<file path="config.mk">
export PLATFORM = sky130hd
export DESIGN_NAME = at_urc_hex_payload_parser_top
export DESIGN_NICKNAME = d
export VERILOG_FILES = /design/src/rtl/aurc_pkg.sv /design/src/rtl/aurc_parse.sv /design/src/rtl/aurc_out_fifo.sv /design/src/rtl/at_urc_hex_payload_parser_top.sv
export SDC_FILE = /design/constraint.sdc
export NUM_CORES = 1
export LEC_CHECK = 0
export BUFFER_PORTS_ARGS = -buffer_cell sky130_fd_sc_hd__clkbuf_2
export CORE_AREA = 2 2 102 104
export CTS_BUF_LIST = sky130_fd_sc_hd__clkbuf_4
export DETAILED_ROUTE_END_ITERATION = 8
export DIE_AREA = 0 0 104 106
export GPL_TIMING_DRIVEN = 1
export HOLD_SLACK_MARGIN = 0.03
export PLACE_DENSITY = 0.67
export SKIP_CTS_REPAIR_TIMING = 1
export SYNTH_ARGS = -nofsm -noshare
export SYNTH_HDL_FRONTEND = slang
export SYNTH_SLANG_ARGS = --single-unit
export TNS_END_PERCENT = 30
</file>
<file path="constraint.sdc">
create_clock -name i_clk -period 9.91 [get_ports i_clk]
set_input_delay 1.982 -clock i_clk [delete_from_list [all_inputs] [get_ports i_clk]]
set_output_delay 1.982 -clock i_clk [all_outputs]
set_load 0.05 [all_outputs]
</file>
<file path="src/rtl/aurc_pkg.sv">
`timescale 1ns / 1ps
// ----------------------------------------------------------------------------
// aurc_pkg
// Shared types, constants and helper functions for the receive-notice
// hex payload parser.
// ----------------------------------------------------------------------------
package aurc_pkg;

    localparam int MaxPayload = 512;
    localparam int LenW       = 10;
    localparam int PfxIdxW    = 4;

    localparam logic [7:0] ChPlus  = 8'h2B;
    localparam logic [7:0] ChComma = 8'h2C;
    localparam logic [7:0] ChQuote = 8'h22;
    localparam logic [7:0] Ch0     = 8'h30;
    localparam logic [7:0] Ch9     = 8'h39;
    localparam logic [7:0] ChA     = 8'h41;

    localparam logic [PfxIdxW-1:0] PfxLenNso = 4'd7;
    localparam logic [PfxIdxW-1:0] PfxLenEcs = 4'd8;

    typedef enum logic [1:0] {
        ST_DATA      = 2'd0,
        ST_NO_PREFIX = 2'd1,
        ST_TRUNCATED = 2'd2
    } t_status;

    typedef struct packed {
        logic [7:0] payload_byte;
        logic       payload_last;
        t_status    result_status;
    } t_result;

    function automatic logic [7:0] pfx_char(input logic mode, input logic [PfxIdxW-1:0] idx);
        logic [7:0] ch;
        ch = 8'h00;
        if (mode) begin
            unique case (idx)
                4'd0: ch = 8'h2B;
                4'd1: ch = 8'h45;
                4'd2: ch = 8'h43;
                4'd3: ch = 8'h53;
                4'd4: ch = 8'h4F;
                4'd5: ch = 8'h4E;
                4'd6: ch = 8'h4D;
                4'd7: ch = 8'h49;
                default: ch = 8'h00;
            endcase
        end else begin
            unique case (idx)
                4'd0: ch = 8'h2B;
                4'd1: ch = 8'h4E;
                4'd2: ch = 8'h53;
                4'd3: ch = 8'h4F;
                4'd4: ch = 8'h4E;
                4'd5: ch = 8'h4D;
                4'd6: ch = 8'h49;
                default: ch = 8'h00;
            endcase
        end
        return ch;
    endfunction

    function automatic logic [3:0] hex_nibble(input logic [7:0] c);
        logic [7:0] v;
        if (c > Ch9) begin
            v = c - ChA + 8'd10;
        end else begin
            v = c - Ch0;
        end
        return v[3:0];
    endfunction

endpackage

</file>
<file path="src/rtl/aurc_parse.sv">
`timescale 1ns / 1ps
// ----------------------------------------------------------------------------
// aurc_parse
// Line parser state and combinational step logic: prefix search, length
// field, delimiter skip and hex pair decode, with end-of-line reporting.
// ----------------------------------------------------------------------------
module aurc_parse
    import aurc_pkg::*;
(
    input  logic       i_clk,
    input  logic       i_rst_n,
    input  logic       i_take,
    input  logic [7:0] i_char_code,
    input  logic       i_line_end,
    input  logic       i_mode,
    output logic       o_push,
    output t_result    o_result
);

    typedef enum logic [2:0] {
        PH_SEARCH = 3'd0,
        PH_COMMA  = 3'd1,
        PH_LENGTH = 3'd2,
        PH_DELIM  = 3'd3,
        PH_HEX    = 3'd4,
        PH_DONE   = 3'd5
    } t_phase;

    t_phase              r_phase,   n_phase;
    logic [PfxIdxW-1:0]  r_pfx_idx, n_pfx_idx;
    logic [LenW-1:0]     r_len,     n_len;
    logic [LenW-1:0]     r_emitted, n_emitted;
    logic [3:0]          r_hi_nib,  n_hi_nib;
    logic                r_pend,    n_pend;

    logic [7:0]          delim;
    logic [PfxIdxW-1:0]  pfx_len;
    logic                is_digit;
    logic [LenW+3:0]     len_acc;
    logic [3:0]          nib;
    logic                byte_out;
    logic                byte_last;
    logic [7:0]          byte_val;

    always_comb begin
        delim     = i_mode ? ChQuote : ChComma;
        pfx_len   = i_mode ? PfxLenEcs : PfxLenNso;
        is_digit  = (i_char_code >= Ch0) && (i_char_code <= Ch9);
        len_acc   = ({4'd0, r_len} << 3) + ({4'd0, r_len} << 1)
                  + {6'd0, i_char_code - Ch0};
        nib       = hex_nibble(i_char_code);
        n_phase   = r_phase;
        n_pfx_idx = r_pfx_idx;
        n_len     = r_len;
        n_emitted = r_emitted;
        n_hi_nib  = r_hi_nib;
        n_pend    = r_pend;
        byte_out  = 1'b0;
        byte_last = 1'b0;
        byte_val  = {r_hi_nib, nib};

        unique case (r_phase)
            PH_SEARCH: begin
                if ((r_pfx_idx < pfx_len) && (i_char_code == pfx_char(i_mode, r_pfx_idx))) begin
                    if (r_pfx_idx + 4'd1 == pfx_len) begin
                        n_phase   = PH_COMMA;
                        n_pfx_idx = '0;
                    end else begin
                        n_pfx_idx = r_pfx_idx + 4'd1;
                    end
                end else begin
                    n_pfx_idx = (i_char_code == ChPlus) ? 4'd1 : 4'd0;
                end
            end
            PH_COMMA: begin
                if (i_char_code == ChComma) begin
                    n_phase = PH_LENGTH;
                    n_len   = '0;
                end
            end
            PH_LENGTH: begin
                if (is_digit) begin
                    n_len = (len_acc > (LenW+4)'(MaxPayload)) ? LenW'(MaxPayload)
                                                              : len_acc[LenW-1:0];
                end else if (r_len == '0) begin
                    n_phase = PH_DONE;
                end else if (i_char_code == delim) begin
                    n_phase = PH_HEX;
                    n_pend  = 1'b0;
                end else begin
                    n_phase = PH_DELIM;
                end
            end
            PH_DELIM: begin
                if (i_char_code == delim) begin
                    n_phase = PH_HEX;
                    n_pend  = 1'b0;
                end
            end
            PH_HEX: begin
                if (!r_pend) begin
                    n_hi_nib = nib;
                    n_pend   = 1'b1;
                end else begin
                    n_pend    = 1'b0;
                    n_emitted = r_emitted + 1'b1;
                    byte_out  = 1'b1;
                    if (n_emitted >= r_len) begin
                        byte_last = 1'b1;
                        n_phase   = PH_DONE;
                    end
                end
            end
            default: begin
            end
        endcase

        o_push                 = byte_out;
        o_result.payload_byte  = byte_val;
        o_result.payload_last  = byte_last;
        o_result.result_status = ST_DATA;

        if (i_line_end) begin
            if (byte_out && !byte_last) begin
                o_result.payload_byte  = 8'd0;
                o_result.payload_last  = 1'b1;
                o_result.result_status = ST_TRUNCATED;
            end else if (!byte_out) begin
                o_result.payload_byte  = 8'd0;
                o_result.payload_last  = 1'b1;
                if (n_phase == PH_SEARCH) begin
                    o_push                 = 1'b1;
                    o_result.result_status = ST_NO_PREFIX;
                end else if ((n_phase == PH_DONE) ||
                             ((n_phase == PH_LENGTH) && (n_len == '0))) begin
                    o_push = 1'b0;
                end else begin
                    o_push                 = 1'b1;
                    o_result.result_status = ST_TRUNCATED;
                end
            end
            n_phase   = PH_SEARCH;
            n_pfx_idx = '0;
            n_len     = '0;
            n_emitted = '0;
            n_hi_nib  = '0;
            n_pend    = 1'b0;
        end

        if (!i_take) begin
            o_push = 1'b0;
        end
    end

    always_ff @(posedge i_clk) begin
        if (!i_rst_n) begin
            r_phase   <= PH_SEARCH;
            r_pfx_idx <= '0;
            r_len     <= '0;
            r_emitted <= '0;
            r_hi_nib  <= '0;
            r_pend    <= 1'b0;
        end else if (i_take) begin
            r_phase   <= n_phase;
            r_pfx_idx <= n_pfx_idx;
            r_len     <= n_len;
            r_emitted <= n_emitted;
            r_hi_nib  <= n_hi_nib;
            r_pend    <= n_pend;
        end
    end

endmodule

</file>
<file path="src/rtl/aurc_out_fifo.sv">
`timescale 1ns / 1ps
// ----------------------------------------------------------------------------
// aurc_out_fifo
// Two-entry result queue; decouples the parser from the downstream stall.
// ----------------------------------------------------------------------------
module aurc_out_fifo
    import aurc_pkg::*;
(
    input  logic    i_clk,
    input  logic    i_rst_n,
    input  logic    i_push,
    input  t_result i_data,
    output logic    o_full,
    output logic    o_valid,
    input  logic    i_pop,
    output t_result o_data
);

    t_result     r_mem [2];
    logic        r_wr_ptr, n_wr_ptr;
    logic        r_rd_ptr, n_rd_ptr;
    logic [1:0]  r_count,  n_count;
    logic        do_pop;

    always_comb begin
        do_pop   = i_pop && (r_count != 2'd0);
        n_wr_ptr = i_push ? ~r_wr_ptr : r_wr_ptr;
        n_rd_ptr = do_pop ? ~r_rd_ptr : r_rd_ptr;
        n_count  = r_count + {1'b0, i_push} - {1'b0, do_pop};
        o_full   = (r_count == 2'd2);
        o_valid  = (r_count != 2'd0);
        o_data   = r_mem[r_rd_ptr];
    end

    always_ff @(posedge i_clk) begin
        if (i_push) begin
            r_mem[r_wr_ptr] <= i_data;
        end
    end

    always_ff @(posedge i_clk) begin
        if (!i_rst_n) begin
            r_wr_ptr <= 1'b0;
            r_rd_ptr <= 1'b0;
            r_count  <= 2'd0;
        end else begin
            r_wr_ptr <= n_wr_ptr;
            r_rd_ptr <= n_rd_ptr;
            r_count  <= n_count;
        end
    end

endmodule

</file>
<file path="src/rtl/at_urc_hex_payload_parser_top.sv">
`timescale 1ns / 1ps
// Takes one character word per cycle with no gaps required; each word gives
// at most one result word, written into a two-entry output queue at the edge
// that accepts the character and offered once it reaches the queue head. The input stalls
// only while that queue is full. Configuration (notice_mode) is a single-bit
// register written through i_cfg_wr_en.
// ----------------------------------------------------------------------------
// at_urc_hex_payload_parser_top
// Receive-notice parser: finds the notice prefix, reads the payload length
// and decodes the hex payload into bytes, reporting missing or short lines.
// ----------------------------------------------------------------------------
module at_urc_hex_payload_parser_top
    import aurc_pkg::*;
(
    input  logic       i_clk,
    input  logic       i_rst_n,
    input  logic       i_cfg_wr_en,
    input  logic       i_cfg_wr_data,
    input  logic       i_in_valid,
    output logic       o_in_ready,
    input  logic [7:0] i_char_code,
    input  logic       i_line_end,
    output logic       o_out_valid,
    input  logic       i_out_ready,
    output logic [7:0] o_payload_byte,
    output logic       o_payload_last,
    output logic [1:0] o_result_status
);

    logic    r_notice_mode;
    logic    take;
    logic    push;
    logic    full;
    t_result res;
    t_result head;

    always_ff @(posedge i_clk) begin
        if (!i_rst_n) begin
            r_notice_mode <= 1'b0;
        end else if (i_cfg_wr_en) begin
            r_notice_mode <= i_cfg_wr_data;
        end
    end

    assign o_in_ready = !full;
    assign take       = i_in_valid && !full;

    aurc_parse u_parse (
        .i_clk       (i_clk),
        .i_rst_n     (i_rst_n),
        .i_take      (take),
        .i_char_code (i_char_code),
        .i_line_end  (i_line_end),
        .i_mode      (r_notice_mode),
        .o_push      (push),
        .o_result    (res)
    );

    aurc_out_fifo u_out_fifo (
        .i_clk   (i_clk),
        .i_rst_n (i_rst_n),
        .i_push  (push),
        .i_data  (res),
        .o_full  (full),
        .o_valid (o_out_valid),
        .i_pop   (i_out_ready),
        .o_data  (head)
    );

    assign o_payload_byte  = head.payload_byte;
    assign o_payload_last  = head.payload_last;
    assign o_result_status = head.result_status;

endmodule
</file>
Yosys cells after proc, flatten, opt, wreduce, memory -nomap -nowiden
Memory sizes are Yosys's and may differ from the RTL's. A register that Yosys moved wholly into a read port is not among the register bits.
Index checks and enable logic that the tools add are counted.
W data, S select, Z words.

word-level totals
  bits in registers = 37
  bits in latches = 0
  bits in writable memories = 22
  memory bits (read-only) = 56
  input port bits = 15
  output and inout bits = 13
  logic and storage cells = 136
  memories = 2

memory list
  memory            depth  width  rd ports  clocked after Yosys merged registers in  write ports  line                 source
  (no name shown)   8      7      1         1                                        0            aurc_pkg.sv:39       unique case (idx)
  u_out_fifo.r_mem  2      11     1         1                                        1            aurc_out_fifo.sv:19  t_result r_mem [2];

cells by class
  add/sub/neg operators = 9
  multiply operators = 0
  div/mod/pow operators = 0
  order comparisons = 6
  equal/unequal tests = 21
  shift operators = 0
  multiplexer cells = 62
  bitwise logic cells = 2
  reductions and logical operators = 24

operator list
  kind                     number
  $mux W10                 7
  $pmux W7 S6              1
  $mux W4                  10
  $mux W3                  12
  $mux W11                 3
  $mux W8                  3
  $mux W1                  21
  $logic_not A10 Y1        2
  $pmux W10 S2             1
  $eq A8 B6 Y1 const B     2
  $pmux W3 S5              1
  $add A13 B11 Y14         1
  $add A14 B8 Y14          1
  $gt A14 B10 Y1 const B   1
  $eq A4 B3 Y1 const B     3
  $add A10 B1 Y10 const B  1
  $ge A10 B10 Y1           1
  $eq A3 B2 Y1 const B     3
  $eq A4 B2 Y1 const B     2
  $eq A8 B6 Y1             1
  $eq A8 B8 Y1             1
  $ge A8 B6 Y1 const B     1
  $gt A8 B6 Y1 const B     1
  $le A8 B6 Y1 const B     1
  other kinds (28)         43

Logic depth before layout (Yosys ltp)
Gate-level depths: netlist of the first run.

  depth after elaboration = 20
  gate-level depth with buffers = 20
  mapped depth without buffers = 19

Hierarchy
A second synthesis of the first run with hierarchy kept.

unflattened totals
  cell total of the unflattened synthesis = 517
  area, all modules = 4,714.5 µm²

by module, submodules not included
  module                         instances  cells an instance  area an instance (µm²)  sequential area each (µm²)
  aurc_parse                     1          455                3,631.0                 780.7
  aurc_out_fifo                  1          57                 1,037.2                 760.7
  at_urc_hex_payload_parser_top  1          5                  46.3                    20.0

Worst setup path after synthesis of the first run
No wires, ideal clock.

  path type = input -> register
  start = input port i_char_code[6]
  end = register u_out_fifo.r_count[1]
  library setup time = 0.115 ns
  arrival = 5.528 ns
  data required time = 9.795 ns
  slack = 4.267 ns
  stages = 20
  path buffers = 1
  cell sequence = clkbuf_1 > a21oi_1 > xnor2_1 > fa_1 > inv_1 > ha_1 > a211o_1 > a21oi_1 > nor2b_1 > a2111oi_0 > nand4_1 > nor4_1 > o32ai_1 > inv_1 > ha_1 > inv_1 > ha_1 > xnor2_1 > xnor2_1 > and2_1

between the ends
  word-level cells in the longest chain between the ends = 17
  elaborated cells on any way between the ends = 35
  those cells by class = 4 x add/sub; 3 x order compare; 5 x eq/ne; 17 x mux; 6 x reduce/logical

RTL lines
  item                  line                                 source
  from (decl)           at_urc_hex_payload_parser_top.sv:21  input logic [7:0] i_char_code,
  $sub A8 B6 Y8         aurc_parse.sv:50                     + {6'd0, i_char_code - Ch0};
  $add A14 B8 Y14       aurc_parse.sv:50
  $gt A14 B10 Y1        aurc_parse.sv:83                     n_len = (len_acc > (LenW+4)'(MaxPayload)) ? LenW'(MaxPayload)
  $mux W10              aurc_parse.sv:83
  $mux W10              aurc_parse.sv:82                     if (is_digit) begin
  $pmux W10 S2          aurc_parse.sv:62                     unique case (r_phase)
  $logic_not A10 Y1     aurc_parse.sv:135                    ((n_phase == PH_LENGTH) && (n_len == '0))) begin
  $logic_and A1 B1 Y1   aurc_parse.sv:135
  $logic_or A1 B1 Y1    aurc_parse.sv:134                    end else if ((n_phase == PH_DONE) ||
  $mux W1               aurc_parse.sv:134
  $mux W1 *             aurc_parse.sv:131                    if (n_phase == PH_SEARCH) begin
  $mux W1 *             aurc_parse.sv:128                    end else if (!byte_out) begin
  $mux W1 *             aurc_parse.sv:124                    if (byte_out && !byte_last) begin
  $mux W1 *             aurc_parse.sv:123                    if (i_line_end) begin
  $mux W1 *             aurc_parse.sv:150                    if (!i_take) begin
  $add A2 B1 Y2 *       aurc_out_fifo.sv:29                  n_count = r_count + {1'b0, i_push} - {1'b0, do_pop};
  $sub A2 B1 Y2 *       aurc_out_fifo.sv:29
  to (signal assigned)  aurc_out_fifo.sv:49                  r_count <= n_count;
  to (decl)             aurc_out_fifo.sv:22                  logic [1:0] r_count, n_count;

Every way passes the cells marked *; elsewhere a longest branch is shown, timed or not.
A chain may end at the register's enable or synchronous reset.

Worst setup path in the final report of the first run
Ends and elaborated chain as after synthesis.

==> flow_summary.yaml, run 1 <==
timing:
  slew_violations: 0
  layout_min_cycle_time_ns: 5.715
  tns_ns: 0
  clock_skew_ns: 0.02219
  timing.fmax_mhz: 175.0
  tightest_slew_ns: 1.023
  slew_headroom_pct: 31.29
  fin_crit_sh_pct: 57.67
  setup_violations: 0
  hold_viol: 0
  rsz0062_at_grt: "false"
  setup_ws_ns: 4.195
detailed_routing:
  drt-met1-wl_mm: 4.989
  drt-pass1-iter-count: 5
  met3_length_um: 465
  ant_nets: 0
  drc_errors: 0
  vias: 4052
  wl_per_cell_um: 15.26
  first_iter_violations: 304
  wl_mm: 10.76
  wl_met2_mm: 5.063
  highest_layer: "met4"
  via_per_inst: 5.748
place:
  gp_congestion: 0.8994
  post-dp-hpwl_mm: 8.234
  dpl_worst_slack_ns: 3.884
  io_buffers: 27
logic_synthesis:
  synth_area_leader_cell: "dfxtp_1"
  syn_nets: 607
  synthesis.area_um2: 4868
  netlist.area_leader.share_pct: 18.50
  ys_ff_latch: 67
  synthFlopType: "dfxtp_1"
  ys_seq_area_share_pct: 32.07
  synth_area_leaders: "dfxtp_1, edfxtp_1, ha_1"
  async_flop_share_pct: 0
  syn_avg_cell_area_um2: 8.949
  synthCells: 544
  ys_warn_count: 0
  synth_edf_count: 22
  synth.distinct_cells: 68
floorplanning:
  start_util_pct: 48.69
  ios: 28
  rows: 37
  die_h_um: 106
  dieArea_um2: 11020
  die_w_um: 104
  core_area_um2: 10000
pwr:
  power_density_nw_per_um2: 127.1
  ir_worst_vdd_mv: 0.08805
  power_leakage_nw: 2.116
cts:
  cts_tree: "built"
  clk_pin_slew_ns: 0.14
  h-tree-depth: 3
  clk_latency_ns: 0.44
  cts_made_buffers: 9
  cts-root-buf: "clkbuf_4"
  numClockSinks: 67
  cts_buffer_depth: 2
critical_path:
  cp_top_family: "compound AO/OA/AOI/OAI gates"
  path_class: "in -> reg"
  cp_data_required_time_ns: 10.23
  crit_chain: "clkbuf_2 -> a21oi_1 -> xnor2_1 -> fa_1 -> inv_1 -> ha_1 -> a211o_1 -> a21oi_1 -> nor2b_1 -> a2111oi_0 -> nand4_1 -> nor4_1 -> o32ai_1 -> inv_1 -> ha_1 -> inv_1 -> ha_1 -> xnor2_1 -> xnor2_1 -> and2_1"
  max_stage_delay_ns: 0.53
  critical_path.slowest_cell: "nor4_1"
  crit_buf_inv: 4
  reg2reg_slack_ns: 5.63
  critical_path_arrival_ns: 6.04
  cp_max_fo: 9
  worst_setup_path_start_kind: "input port"
  end_kind: "register"
layout:
  area_growth_pct: 7.839
  antenna_cells: 0
  nets: 627
  drive_gt1_share_pct: 12.48
  fillers: 949
grt:
  antenna_found_initial: 0
  gr-total-overflow: 0
  grt_util_all_layers_pct: 20.85
  grt_max_degree: 43
  grt_pass1_wl_mm: 18.60
  grt_pass1_vias: 3880
job:
  maxCapViolations: 0
worst_hold_path:
  hp-class: "reg -> reg"
status:
  outcome: "finished, final reports clean"
worst reg2reg max path, cell delays in order (launching register included):
cell and delay [ns]:
dfxtp_1 0.43, inv_1 0.14, fa_1 0.55, inv_1 0.06
ha_1 0.34, nor2b_1 0.17, o2111ai_1 0.39, a21oi_1 0.15
xnor2_1 0.20, nand4_1 0.16, nor4_1 0.53, o32ai_1 0.19
inv_1 0.11, ha_1 0.23, inv_1 0.06, ha_1 0.15
xnor2_1 0.13, xnor2_1 0.07, and2_1 0.15
cells by family (layout without fill, tap and decap cells):
kind of cell,count (synthesis),after routing,synth area share [%]
buffers and inverters,59,84,4.677
xor gates and xnor gates,30,30,5.397
muxes,15,15,3.367
adders and majority gates,48,48,13.26
and+or+nand+nor,206,206,23.31
DFF,67,67,32.07
AOI/OAI and AO/OA,119,119,17.91
per-stage QoR:
step	utilization (%)	hold WS [ns]	power, mW	instances	instance area [µm²]
6_report	52.50	0.4806	0.6670	705	5250
5_1_grt	52.50	0.5249	0.7019	705	5250
4_1_cts	52.50	0.4811	0.6743	705	5250
3_5_place_dp	51.00	0.4620	0.4760	689	5100
3_3_place_gp	51.00	0.4619	0.4730	689	5100
2_1_floorplan	-	0.4389	0.4413	544	4868
cell usage after synthesis (3+ instances only):
cell type	n
mux2_2	11
a211o_1	4
edfxtp_1	22
o211ai_1	5
nor2_1	31
xnor2_1	19
nor3_1	11
inv_1	41
nand4_1	6
nand2_1	38
or2_2	5
nand2b_1	10
o21ai_1	4
nand3_1	12
a211oi_1	4
nor4b_1	3
and2_1	28
o21ai_0	36
o21a_1	8
o2111ai_1	4
fa_1	6
ha_1	42
nor4_1	9
dfxtp_1	45
xor2_1	11
nor2b_1	32
and3_1	7
a22oi_1	10
mux2i_1	4
clkbuf_1	14
a21oi_1	12
final timing paths:
kind | depth (start not counted) | startpoint | end
worst max-delay path | 20 | i_char_code[6] | u_out_fifo.r_count[1]
worst min-delay path | 2 | u_parse.r_hi_nib[1] | u_parse.r_hi_nib[1]
worst max register to register | 18 | u_parse.r_len[1] | u_out_fifo.r_count[1]
worst min register to register | 2 | u_parse.r_hi_nib[1] | u_parse.r_hi_nib[1]
metal layers:
layer | vias up | GRT usage, %
li1 | 1985 | -
met4 | 0 | 7.819
met3 | 21 | 4.353
met1 | 1962 | 27.35
met5 | - | 0
met2 | 84 | 33.98
cell usage in the layout (no fill, tap or decap), types with 5 or more instances in the layout:
cell type	Yosys	routed
xnor2_1	19	19
nor4_1	9	9
nand2_1	38	38
nand2b_1	10	10
and3_1	7	7
clkbuf_4	0	9
inv_1	41	41
nor2_1	31	31
nor3_1	11	11
o211ai_1	5	5
clkbuf_2	0	27
o21ai_0	36	36
nor2b_1	32	32
a21oi_1	12	12
and2_1	28	28
mux2_2	11	11
xor2_1	11	11
edfxtp_1	22	22
or2_2	5	5
ha_1	42	42
o21a_1	8	8
nand3_1	12	12
a22oi_1	10	10
fa_1	6	6
nand4_1	6	6
dfxtp_1	45	45
area by class of cell:
cell class / instances / area, µm² / share of cell area, %
tap: 136 / 170.2 / 3.241
timing repair buffer: 27 / 135.1 / 2.574
clock inverter: 7 / 82.58 / 1.573
inverter: 41 / 153.9 / 2.931
sequential: 67 / 1562 / 29.74
clock buffer: 9 / 67.56 / 1.287
multi-input combinational: 418 / 3079 / 58.65
where the power goes:
group	leakage [nW]	internal [mW]	switching, mW
Sequential	0.568	0.296	0.0109
Clock	0.0755	0.0810	0.117
Combinational	1.47	0.0528	0.109
No activity file was read; power rests on OpenSTA's default activity.
==> inputs of run 2 (changes only) <==
--- a/config.mk
+++ b/config.mk
@@ -12,7 +12,7 @@
 export DIE_AREA = 0 0 104 106
 export GPL_TIMING_DRIVEN = 1
 export HOLD_SLACK_MARGIN = 0.03
-export PLACE_DENSITY = 0.67
+export PLACE_DENSITY = 0.69
 export SKIP_CTS_REPAIR_TIMING = 1
 export SYNTH_ARGS = -nofsm -noshare
 export SYNTH_HDL_FRONTEND = slang
==> constraint.sdc (replaced) <==
create_clock -name i_clk -period 4.6 [get_ports i_clk]
set_input_delay 0.92 -clock i_clk [delete_from_list [all_inputs] [get_ports i_clk]]
set_output_delay 0.92 -clock i_clk [all_outputs]
set_load 0.05 [all_outputs]
==> run 2 against run 1 <==
Effect of this change:
- sequential cell count stayed put
- wire length is 4.7% higher
- largest power group unchanged
- sequential power is 110% higher
- critical path depth is 1 higher
- worst setup slack worse by 4.0 ns
- critical path type unchanged
==> flow_summary.yaml, run 2 (synthesis gave the netlist of run 1 again) <==
cts:
  cts-root-buf: "clkbuf_4"
  clk_latency_ns: 0.44
  clk_pin_slew_ns: 0.14
  cts_buffer_depth: 2
  cts_made_buffers: 9
  cts_tree: "built"
  h-tree-depth: 3
  numClockSinks: 67
grt:
  grt_pass1_wl_mm: 18.95
  grt_util_all_layers_pct: 21.14
  grt_max_degree: 43
  gr-total-overflow: 0
  antenna_found_initial: 0
  grt_pass1_vias: 4100
critical_path:
  worst_setup_path_start_kind: "input port"
  max_stage_delay_ns: 0.48
  crit_buf_inv: 5
  critical_path_arrival_ns: 4.75
  reg2reg_slack_ns: 0.43
  end_kind: "register"
  critical_path.slowest_cell: "fa_1"
  crit_chain: "clkbuf_2 -> a21oi_1 -> xnor2_1 -> fa_1 -> inv_1 -> ha_1 -> a211o_1 -> a21oi_1 -> nor2b_1 -> a2111oi_0 -> nand4_1 -> nor4_4 -> buf_4 -> o32ai_1 -> inv_1 -> ha_1 -> inv_1 -> ha_1 -> xnor2_1 -> xnor2_1 -> and2_1"
  rr_worst_depth: 12
  cp_top_family: "compound AO/OA/AOI/OAI gates"
  r2r-end: "u_out_fifo.r_mem[0][7]"
  r2r-start: "u_parse.r_emitted[0]"
  cp_max_fo: 4
  cp_data_required_time_ns: 4.93
  path_class: "in -> reg"
detailed_routing:
  first_iter_violations: 200
  wl_mm: 11.26
  drt-pass1-iter-count: 5
  via_per_inst: 5.688
  wl_met2_mm: 5.313
  met3_length_um: 520
  highest_layer: "met4"
  drc_errors: 0
  drt-met1-wl_mm: 5.079
  vias: 4175
  wl_per_cell_um: 15.34
  ant_nets: 0
place:
  place_area_um2: 5318
  gp_congestion: 0.9331
  post-dp-hpwl_mm: 8.736
  dpl_worst_slack_ns: -0.3320
  io_buffers: 27
  dp_cells: 718
pwr:
  p_int_uw: 939.8
  comb_power_share_pct: 25.3
  clockPowerShare_pct: 29.6
  power_leakage_nw: 2.257
  power_density_nw_per_um2: 266.2
  p_seq_share_pct: 45.2
  p_sw_share_pct: 35.60
  ir_worst_vdd_mv: 0.1708
  p_sw_uw: 519.5
job:
  maxCapViolations: 0
worst_hold_path:
  hp-class: "reg -> reg"
  worstHoldStart: "u_parse.r_hi_nib[1]"
  min_path_cells: 2
  min_to: "u_parse.r_hi_nib[1]"
layout:
  fillers: 937
  nets: 656
  final_cell_mix: "dfxtp_1, ha_1, inv_1, nand2_1, o21ai_0"
  drive_gt1_share_pct: 16.89
  antenna_cells: 0
  layout_commonest_cell: "dfxtp_1"
  final_cells: 734
  stdcell_area_um2: 5483
  area_growth_pct: 12.62
floorplanning:
  start_util_pct: 48.69
  core_area_um2: 10000
  dieArea_um2: 11020
  ios: 28
  die_w_um: 104
  die_h_um: 106
  rows: 37
timing:
  layout_min_cycle_time_ns: 4.417
  rsz0062_at_grt: "true"
  setup_violations: 0
  slew_violations: 0
  holdWs_ns: 0.4771
  slew_headroom_pct: 31.41
  hold_viol: 0
  clock_skew_ns: 0.02705
  tightest_slew_ns: 1.021
  setup_ws_ns: 0.1827
  fin_crit_sh_pct: 96.03
  timing.fmax_mhz: 226.4
status:
  outcome: "finished, final reports clean"
-- run 2: power by group through the flow --
stage          clock (mW)  combinational (mW)  sequential, mW
2_1_floorplan           0               0.291           0.660
3_3_place_gp            0               0.363           0.671
3_5_place_dp            0               0.368           0.673
4_1_cts             0.437               0.370           0.660
5_1_grt             0.465               0.399           0.664
6_report            0.431               0.369           0.659
-- run 2: per-stage QoR --
step | util, % | TNS [ns] | power [mW]
after floorplan | - | 0 | 0.9506
after global placement | 53.18 | -2.181 | 1.035
after detailed placement | 53.18 | -4.564 | 1.042
after CTS | 54.68 | 0 | 1.467
after global routing | 54.83 | -0.3769 | 1.528
final | 54.83 | 0 | 1.459
-- run 2: worst max path at each step --
stage	from	to	slack, ns	cells after the start
finish	i_char_code[5]	u_out_fifo.r_count[1]	0.18	21
detailed placement	i_char_code[5]	u_out_fifo.r_count[1]	-0.33	21
CTS	i_char_code[5]	u_out_fifo.r_count[1]	0.13	21
global route	i_char_code[5]	u_out_fifo.r_count[1]	-0.05	22
floorplan	i_char_code[6]	u_out_fifo.r_count[1]	0.02	20
global placement	i_char_code[5]	u_out_fifo.r_count[1]	-0.25	21
-- run 2: worst reg2reg max path, delay by kind of cell, from the launching register on --
family / cells / cell delay, ns
AOI/OAI and AO/OA: 4 / 1.33
and+or+nand+nor: 5 / 1.52
DFF: 1 / 0.42
buffers and inverters: 1 / 0.10
xor gates and xnor gates: 1 / 0.17
adders and majority gates: 1 / 0.26
-- run 2: area by class of cell --
class / count / area, µm² / area share (%)
multi-input cells: 418 / 3094 / 56.44
flip-flops and latches: 67 / 1562 / 28.48
repair buffers: 56 / 352.8 / 6.435
well taps: 136 / 170.2 / 3.104
inverters: 41 / 153.9 / 2.807
clock inverters: 7 / 82.58 / 1.506
clock buffers: 9 / 67.56 / 1.232
-- run 2: layer usage --
metal  global-route usage, %  vias up
met5                       0        -
met4                   9.653        0
met3                   4.966       25
met2                   35.24      111
met1                   26.02     1996
li1                        -     2043
